File: src/rtl/csvt_pkg.sv
`timescale 1ns / 1ps
// shared types and constants for the csv field tokenizer
package csvt_pkg;

  localparam int unsigned CharW  = 8;
  localparam int unsigned IndexW = 8;

  localparam logic [CharW-1:0] DelimReset = 8'd44;
  localparam logic [CharW-1:0] QuoteReset = 8'd34;

  // configuration register indexes
  typedef enum logic [0:0] {
    REG_DELIMITER = 1'b0,
    REG_QUOTE     = 1'b1
  } cfg_reg_t;

  typedef struct packed {
    logic [CharW-1:0] delimiter_char;
    logic [CharW-1:0] quote_char;
  } cfg_t;

  typedef struct packed {
    logic              unterminated_quote;
    logic              line_end;
    logic [IndexW-1:0] field_index;
    logic              field_end;
    logic              is_data;
    logic [CharW-1:0]  data_byte;
  } result_t;

endpackage

File: src/rtl/csvt_cfg.sv
`timescale 1ns / 1ps
// delimiter and quote configuration registers
module csvt_cfg (
  input  logic                 clk,
  input  logic                 rst,
  input  logic                 cfg_we,
  input  logic [0:0]           cfg_index,
  input  logic [7:0]           cfg_data,
  output csvt_pkg::cfg_t       cfg
);
  import csvt_pkg::*;

  always_ff @(posedge clk) begin
    if (rst) begin
      cfg.delimiter_char <= DelimReset;
      cfg.quote_char     <= QuoteReset;
    end else if (cfg_we) begin
      unique case (cfg_reg_t'(cfg_index))
        REG_DELIMITER: cfg.delimiter_char <= cfg_data;
        REG_QUOTE:     cfg.quote_char     <= cfg_data;
        default:       cfg.quote_char     <= cfg.quote_char;
      endcase
    end
  end

endmodule

File: src/rtl/csvt_core.sv
`timescale 1ns / 1ps
// quote state, field counter and per-byte result decode
module csvt_core #(
  parameter int unsigned FieldLimit = 255
) (
  input  logic                 clk,
  input  logic                 rst,
  input  csvt_pkg::cfg_t       cfg,
  input  logic                 in_fire,
  input  logic [7:0]           char_in,
  input  logic                 end_of_line,
  output logic                 res_valid,
  output csvt_pkg::result_t    res
);
  import csvt_pkg::*;

  logic              in_quotes, in_quotes_next;
  logic              quote_pending, quote_pending_next;
  logic [IndexW-1:0] field_counter, field_counter_next;
  logic              is_quote, is_delim;
  logic              emit;

  assign is_quote = (char_in == cfg.quote_char);
  assign is_delim = (char_in == cfg.delimiter_char);

  always_comb begin
    in_quotes_next     = in_quotes;
    quote_pending_next = quote_pending;
    field_counter_next = field_counter;
    emit               = 1'b0;
    res                = '0;
    res.field_index    = field_counter;
    if (end_of_line) begin
      // a pending quote closes quoted mode, so only an open quote is an error
      emit                   = 1'b1;
      res.line_end           = 1'b1;
      res.unterminated_quote = in_quotes && !quote_pending;
      res.field_end          = !(in_quotes && !quote_pending);
      in_quotes_next         = 1'b0;
      quote_pending_next     = 1'b0;
      field_counter_next     = '0;
    end else if (quote_pending && is_quote) begin
      // doubled quote gives one literal quote
      emit               = 1'b1;
      res.is_data        = 1'b1;
      res.data_byte      = char_in;
      quote_pending_next = 1'b0;
    end else if (in_quotes && !quote_pending) begin
      if (is_quote) begin
        quote_pending_next = 1'b1;
      end else begin
        emit          = 1'b1;
        res.is_data   = 1'b1;
        res.data_byte = char_in;
      end
    end else begin
      // unquoted byte, possibly right after a closing quote
      quote_pending_next = 1'b0;
      in_quotes_next     = 1'b0;
      if (is_quote) begin
        in_quotes_next = 1'b1;
      end else if (is_delim) begin
        emit          = 1'b1;
        res.field_end = 1'b1;
        if (field_counter < IndexW'(FieldLimit)) begin
          field_counter_next = field_counter + 1'b1;
        end
      end else begin
        emit          = 1'b1;
        res.is_data   = 1'b1;
        res.data_byte = char_in;
      end
    end
  end

  assign res_valid = in_fire && emit;

  always_ff @(posedge clk) begin
    if (rst) begin
      in_quotes     <= 1'b0;
      quote_pending <= 1'b0;
      field_counter <= '0;
    end else if (in_fire) begin
      in_quotes     <= in_quotes_next;
      quote_pending <= quote_pending_next;
      field_counter <= field_counter_next;
    end
  end

endmodule

File: src/rtl/csvt_skid.sv
`timescale 1ns / 1ps
// output register with a skid stage for the result stream
module csvt_skid (
  input  logic                 clk,
  input  logic                 rst,
  input  logic                 in_valid,
  output logic                 in_ready,
  input  csvt_pkg::result_t    in_res,
  output logic                 out_valid,
  input  logic                 out_ready,
  output csvt_pkg::result_t    out_res
);
  import csvt_pkg::*;

  logic    skid_valid;
  result_t skid_res;

  assign in_ready = !skid_valid;

  always_ff @(posedge clk) begin
    if (rst) begin
      out_valid  <= 1'b0;
      skid_valid <= 1'b0;
    end else if (out_ready || !out_valid) begin
      if (skid_valid) begin
        out_valid  <= 1'b1;
        out_res    <= skid_res;
        skid_valid <= 1'b0;
      end else begin
        out_valid <= in_valid;
        out_res   <= in_res;
      end
    end else if (in_valid) begin
      // output stalled, park the new item
      skid_valid <= 1'b1;
      skid_res   <= in_res;
    end
  end

endmodule

File: src/rtl/csv_field_tokenizer.sv
`timescale 1ns / 1ps
// top level: one byte or end-of-line item in, at most one result item out
// output: each result is registered in the output stage, or parked in the skid stage while the output stalls
// throughput: one item per cycle; ready is held low only while the skid stage is full
// reset (rst, synchronous): quote state and field counter clear, delimiter ','
// and quote '"' reload, output and skid stages empty
module csv_field_tokenizer #(
  parameter int unsigned MAX_FIELDS = 256
) (
  input  logic        clk,
  input  logic        rst,
  input  logic        cfg_we,
  input  logic [0:0]  cfg_index,
  input  logic [7:0]  cfg_data,
  input  logic        s_axis_tvalid,
  output logic        s_axis_tready,
  input  logic [7:0]  s_axis_tdata,   // [7:0] char_in
  input  logic        s_axis_tlast,   // end_of_line
  output logic        m_axis_tvalid,
  input  logic        m_axis_tready,
  output logic [15:0] m_axis_tdata,   // [7:0] data_byte, [15:8] field_index
  output logic [2:0]  m_axis_tuser,   // [0] is_data, [1] field_end, [2] unterminated_quote
  output logic        m_axis_tlast    // line_end
);
  import csvt_pkg::*;

  localparam int unsigned FieldLimit = (MAX_FIELDS - 1 > 255) ? 255 : MAX_FIELDS - 1;

  cfg_t    cfg;
  result_t res, out_res;
  logic    res_valid, in_fire;

  assign in_fire = s_axis_tvalid && s_axis_tready;

  csvt_cfg u_cfg (
    .clk       (clk),
    .rst       (rst),
    .cfg_we    (cfg_we),
    .cfg_index (cfg_index),
    .cfg_data  (cfg_data),
    .cfg       (cfg)
  );

  csvt_core #(
    .FieldLimit (FieldLimit)
  ) u_core (
    .clk         (clk),
    .rst         (rst),
    .cfg         (cfg),
    .in_fire     (in_fire),
    .char_in     (s_axis_tdata),
    .end_of_line (s_axis_tlast),
    .res_valid   (res_valid),
    .res         (res)
  );

  csvt_skid u_skid (
    .clk       (clk),
    .rst       (rst),
    .in_valid  (res_valid),
    .in_ready  (s_axis_tready),
    .in_res    (res),
    .out_valid (m_axis_tvalid),
    .out_ready (m_axis_tready),
    .out_res   (out_res)
  );

  assign m_axis_tdata = {out_res.field_index, out_res.data_byte};
  assign m_axis_tuser = {out_res.unterminated_quote, out_res.field_end, out_res.is_data};
  assign m_axis_tlast = out_res.line_end;

endmodule
File: config.mk
export PLATFORM = sky130hd
export DESIGN_NAME = csv_field_tokenizer
export DESIGN_NICKNAME = d
export VERILOG_FILES = /design/src/rtl/csvt_pkg.sv /design/src/rtl/csvt_cfg.sv /design/src/rtl/csvt_core.sv /design/src/rtl/csvt_skid.sv /design/src/rtl/csv_field_tokenizer.sv
export SDC_FILE = /design/constraint.sdc
export NUM_CORES = 1
export LEC_CHECK = 0
export BUFFER_PORTS_ARGS = -buffer_cell sky130_fd_sc_hd__buf_2
export CAP_MARGIN = 20
export CORE_MARGIN = 2
export CORE_UTILIZATION = 45
export DETAILED_ROUTE_END_ITERATION = 8
export HOLD_SLACK_MARGIN = 0.1
export MAX_ROUTING_LAYER = met4
export PLACE_DENSITY = 0.69
export RECOVER_POWER = 25
export SLEW_MARGIN = 10
export SYNTH_ARGS = -nofsm -noshare
export SYNTH_HDL_FRONTEND = slang
export SYNTH_SLANG_ARGS = --single-unit
File: constraint.sdc
create_clock -name clk -period 7 [get_ports clk]
set_input_delay 1.4 -clock clk [delete_from_list [all_inputs] [get_ports clk]]
set_output_delay 1.4 -clock clk [all_outputs]
set_load 0.05 [all_outputs]
==> results.md, run 1 <==
- Status: finished, final reports clean
- Clock transition at path regs: 70 ps
- Hold Path End: u_cfg.cfg[7]
- Hpwl dp: 4.00 mm
- Top cells by count, synth: 55 x nand2_1, 40 x edfxtp_1, 28 x dfxtp_1, 16 x inv_1, 15 x nor2_1
- Comb power frac: 10.3%
- CTS tree: yes
- Share of layout cells above drive strength 1: 20.8%
- Reg power frac: 50.2%
- Total GRT Usage: 18.6%
- CP startpoint kind: input pin
- Initial DRC count: 122
- Switching pwr: 0.223 mW
- Via Count: 2149
- Minimum hold slack: 472 ps
- Layout Nets: 350
- Setup WS post-layout: 3750 ps
- CORE AREA: 6390 sq um
- Vias in the first global route: 2102
- Final setup fails: 0
- Hold_buf cts: 0
- Post-synth ARST share: 0%
- Mean Syn Cell Area: 10.5 sq um
- Initial antenna violation count: 0
- Fin util: 54.3%
- Sequential element share of the synthesized area: 59.0%
- GR Util met2: 26.2%
- Pint: 0.662 mW
- Drt total wl: 5.86 mm
- CTS Root Cell: clkbuf_8
- Slew @ Worst Pin: 1490 ps
- Post-Syn Nets: 308
- Mapped Area: 2990 sq um
- Fin crit share: 46.5%
- Clock Latency Late Sink: 340 ps
- Highest clock rate: 0.307 GHz
- Port Buffers: 44
- RSZ-0062 raised after global routing: no
- Rel. slew slack: 0.573%
- Largest area contributor in the synthesized netlist: edfxtp_1
- Fin Setup TNS: 0 ps
- I/O Pins: 45
- # diodes: 0
- WP data required: 6980 ps
- Arrival time worst endpoint: 3230 ps
- Starting Density: 46.8%
- Core Rows: 29
- # H-tree levels: 3
- Post-synth top area share: 40.2%
- Largest cells by area after synthesis: edfxtp_1 40%, dfxtp_1 19%, nand2_1 6.9%
- Post-synth top flop: edfxtp_1
- Final Wtd Congestion: 0.792
- First-pass GRT wire length: 10.2 mm
- CTS Sinks: 68
- GR Util met3: 5.06%
- R2R setup slack: 4080 ps
- Final antenna-violating net count: 0
- GRT overflow: 0
- Clock skew: 6.56 ps
- Pin count of the biggest net entering global routing: 38
- WHS Path Cells: 2
- Most common cell in the synthesized netlist: nand2_1
- Peak VDD IR: 0.000148 V
- TritonRoute pass-1 iters: 4
- GR peak layer: met2
- Cell Pwr Density: 255 nW/um^2
- Crit Path Class: in2reg
- Yosys cell types: 42
- Post-synthesis instance total: 284
- CP endpoint kind: flip-flop
- Ys Warns: 0
- R2r startpoint: u_skid.skid_valid
- Number of buffers created by CTS: 9
- Power, Total: 0.885 mW
- Routed len/inst: 14.4 microns
- Worst slack at placement: 3550 ps
- Post-CTS Resized: 0
- Worst reg-to-reg path cell count: 5
- Seq cells post-synth: 68
- Number of synthesized flops with an enable pin: 40
- GR Util met1: 24.7%
- Hold Path Origin: u_cfg.cfg[7]
- RR Endpoint: u_core.field_counter[2]
- Crit-path max FO: 23
- Die X: 85.5 microns
- Die Span Y: 85.5 microns
- Leak Pwr: 1.31 nW
- Maxcap violations: 0
- Clock period minus worst slack: 3250 ps
- Power share of the clock group: 39.5%
- Max-slew violation count: 0
- Layout area overhead: 16.2%
- DRC: 0
- Die ar.: 7310 sq um
- DR vias/cell: 5.27
- Switching Share: 25.2%
- Final hold vios: 0
- Clk buf depth: 2
- Setup bufs post-CTS: 0
- HP Class: reg2reg
==> flip-flops by register name, indices dropped and copies added, names as in the netlist <==
register,flops
u_core.field_counter,8
u_skid.out_valid,1
u_cfg.cfg,16
u_core.quote_pending,1
u_skid.out_res,20
u_skid.skid_valid,1
u_core.in_quotes,1
u_skid.skid_res,20
==> power by group through the flow <==
stage,registers (mW),clock network (mW),logic [mW]
final,0.444,0.350,0.0911
after global routing,0.446,0.378,0.100
after CTS,0.444,0.356,0.0919
after detailed placement,0.454,0,0.0917
after global placement,0.453,0,0.0902
after floorplan,0.481,0,0.0383
==> cell usage in the layout, fill, tap and decap left out, types with 3 or more instances in the layout <==
cell / n
and3_1: 3
mux2_2: 7
nand2_1: 55
nor2_1: 15
or4_1: 3
edfxtp_1: 40
o311ai_0: 5
dfxtp_1: 28
o21ai_0: 4
inv_1: 16
nand4_1: 4
nand2b_1: 5
clkbuf_1: 4
clkinv_2: 3
buf_2: 41
nand3_1: 11
o31ai_1: 11
xor2_1: 8
a21oi_1: 13
nor2b_1: 3
clkbuf_8: 9
xnor2_1: 8
==> how the worst max path moves through the flow <==
stage                    start                 end  cells past startpoint
3_3_place_gp   s_axis_tdata[5]   u_skid.out_res[5]                      6
5_1_grt                    rst   u_skid.out_res[2]                      3
2_1_floorplan  s_axis_tdata[3]  u_skid.skid_res[0]                      5
6_report                   rst  u_skid.out_res[13]                      3
3_5_place_dp   s_axis_tdata[3]   u_skid.out_res[4]                      6
4_1_cts        s_axis_tdata[3]   u_skid.out_res[4]                      6
==> worst max-delay path, cell delays in order <==
cell	delay, ps
clkbuf_1	740
inv_1	500
and2_1	570
==> per-stage QoR <==
step / cells / cell area (sq um)
floorplan: 284 / 2990
global route: 408 / 3470
CTS: 408 / 3480
global placement: 392 / 3260
detailed placement: 392 / 3260
finish: 408 / 3470
==> routing by layer <==
metal  part of all wire (%)  vias to the layer above
li1                       -                     1106
met1                     49                      991
met2                     45                       42
met5                      0                        -
met3                    4.0                       10
met4                    2.0                        0
==> cells by family after synthesis <==
logic type,count (synthesis),synth area share (%)
AO/OA/AOI/OAI,50,12.2
XOR/XNOR,16,4.69
adder cells (fa/ha/maj),1,0.419
buffers and inverters,31,4.10
flip-flops,68,59.0
multiplexers,7,2.64
AND/OR/NAND/NOR,111,17.0
==> cell type report <==
class                           count  area, sq um
Clock inverter                      7         91.3
Multi-Input combinational cell    185         1110
Fill cell                         562         2920
Tap cell                           77         96.3
Inverter                           16         60.1
Timing Repair Buffer               46          228
Clock buffer                        9          124
Sequential cell                    68         1760
(Power assumes the default switching activity.)
==> run 2, diff against run 1 <==
--- a/config.mk
+++ b/config.mk
@@ -12,7 +12,7 @@
 export DETAILED_ROUTE_END_ITERATION = 8
 export HOLD_SLACK_MARGIN = 0.1
 export MAX_ROUTING_LAYER = met4
-export PLACE_DENSITY = 0.69
+export PLACE_DENSITY = 0.72
 export RECOVER_POWER = 25
 export SLEW_MARGIN = 10
 export SYNTH_ARGS = -nofsm -noshare
==> constraint.sdc (replaced) <==
create_clock -name clk -period 2.9 [get_ports clk]
set_input_delay 0.58 -clock clk [delete_from_list [all_inputs] [get_ports clk]]
set_output_delay 0.58 -clock clk [all_outputs]
set_load 0.05 [all_outputs]
==> run 2 against run 1 <==
  * Clock-buffer cell count grew 1
  * Sequential share of layout area down 1.1 points
  * Combinational power increased by 150%
  * Hold slack worse by 1.1 ps
  * Sequential cell count unchanged
  * Routed wire length up 2.0%
  * Clock power rose to 2.9 times the previous value
  * Critical endpoint is now s_axis_tready
==> results.md, run 2 (synthesized netlist as in run 1, its figures left out) <==
- Most frequent cells in the layout: 55 x nand2_1, 41 x buf_2, 40 x edfxtp_1
- Status: finished, final reports clean
- TritonRoute pass-1 iters: 5 (+1)
- Final antenna-violating net count: 0 (unchanged)
- Post-CTS Resized: 0 (unchanged)
- Die Span Y: 85.5 microns (unchanged)
- # H-tree levels: 3 (unchanged)
- DR vias/cell: 5.46 (+3.6%)
- CTS tree: yes
- Fillcell total: 570 (+1.4%)
- Initial DRC count: 96 (-21%)
- Layout area overhead: 18.8%
- Placed insts: 395 (+0.77%)
- Final hold vios: 0 (unchanged)
- M1 WL: 2.73 mm (-4.6%)
- Clock skew: 12.2 ps (+5.65 ps)
- Rel. slew slack: 9.92% (+9.4 points)
- Peak VDD IR: 0.000379 V (+160%)
- Core Rows: 29 (unchanged)
- Hold_buf cts: 0 (unchanged)
- CP endpoint kind: output pin
- Crit-path max FO: 34 (+48%)
- Fin util: 55.6% (+1.2 points)
- Routed len/inst: 14.5 microns (+1.3%)
- Layout Nets: 353 (+0.86%)
- Pin count of the biggest net entering global routing: 35 (-7.9%)
- Total GRT Usage: 18.4% (-0.22 points)
- Worst slack at placement: 252 ps (-3300 ps)
- Clock period minus worst slack: 2670 ps
- Most common cell after layout, fill and taps aside: nand2_1
- Power, Total: 2.32 mW (+160%)
- Initial antenna violation count: 0 (unchanged)
- CTS Root Cell: clkbuf_8
- R2R setup slack: 370 ps (-3710 ps)
- Clock Latency Late Sink: 340 ps (about the same)
- Final setup fails: 0 (unchanged)
- Hpwl dp: 4.17 mm (+4.4%)
- Arrival time worst endpoint: 2090 ps (-1140 ps)
- Port Buffers: 44 (unchanged)
- Maxcap violations: 0 (unchanged)
- GRT overflow: 0 (unchanged)
- Setup WS post-layout: 234 ps (-3510 ps)
- Cell Pwr Density: 653 nW/um^2 (+160%)
- Crit Path Class: reg2out
- Clk buf depth: 2 (unchanged)
- Clock transition at path regs: 70 ps (about the same)
- CORE AREA: 6390 sq um (unchanged)
- # diodes: 0 (unchanged)
- Setup bufs post-CTS: 0 (unchanged)
- WP data required: 2320 ps (-4660 ps)
- DRC: 0 (unchanged)
- RSZ-0062 raised after global routing: no
- Starting Density: 46.8% (unchanged)
- Max-slew violation count: 0 (unchanged)
- Leak Pwr: 1.35 nW (+2.4%)
- WL met2: 2.82 mm (+6.6%)
- Slew @ Worst Pin: 1350 ps (-140 ps)
- Die X: 85.5 microns (unchanged)
- Top flop regs: u_skid.out_res x20, u_skid.skid_res x20, u_cfg.cfg x16
- DR top layer: met4
- Final Non-Filler Cells: 411 (+0.74%)
- Via Count: 2243 (+4.4%)
- Final Wtd Congestion: 0.820 (+3.6%)
- CP startpoint kind: flip-flop
- Highest clock rate: 0.375 GHz
- First-pass GRT wire length: 10.1 mm (-1.5%)
- Final Cell Area: 3550 sq um (+2.2%)
- Vias in the first global route: 2143 (+2.0%)
- Die ar.: 7310 sq um (unchanged)
- Fin crit share: 91.9%
- CTS Sinks: 68 (unchanged)
- I/O Pins: 45 (unchanged)
- Area after DPL: 3300 sq um (+1.1%)
- Share of layout cells above drive strength 1: 20.7% (-0.19 points)
- Number of buffers created by CTS: 9 (unchanged)
- Minimum hold slack: 471 ps (-1.11 ps)
- HP Class: reg2reg
- Met3 WL post-DR: 310 microns (+34%)
- Fin Setup TNS: 0 ps (unchanged)
- Drt total wl: 5.98 mm (+2.0%)
## run 2: area by class of cell
type / count / area, sq um / area share [%]
Clock buffer: 10 / 128 / 3.60
Inverter: 16 / 60.1 / 1.69
Tap cell: 77 / 96.3 / 2.72
Sequential cell: 68 / 1760 / 49.6
Clock inverter: 6 / 138 / 3.88
Timing Repair Buffer: 49 / 246 / 6.95
Multi-Input combinational cell: 185 / 1120 / 31.5
## run 2: final timing paths
kind | to | start | depth (start not counted)
max | s_axis_tready | u_skid.skid_valid | 3
min | u_cfg.cfg[6] | u_cfg.cfg[6] | 2
max reg2reg | u_core.field_counter[0] | u_core.field_counter[1] | 6
min reg2reg | u_cfg.cfg[6] | u_cfg.cfg[6] | 2
## run 2: worst max-delay path, stage by stage, from the launching register on
cell and delay [ps]:
dfxtp_1 390, clkbuf_1 1010, inv_1 90, buf_2 260
## run 2: per-layer routing
| metal | track usage (%) | vias to the layer above |
|---|---|---|
| met2 | 27.0 | 71 |
| met4 | 8.66 | 0 |
| met3 | 4.47 | 9 |
| met1 | 23.9 | 1062 |
| met5 | - | - |
| li1 | - | 1101 |
## run 2: where the power goes
part           switching (mW)  internal (mW)
Combinational           0.163         0.0617
Sequential             0.0142           1.06
Clock                   0.357          0.662
Total                   0.534           1.78
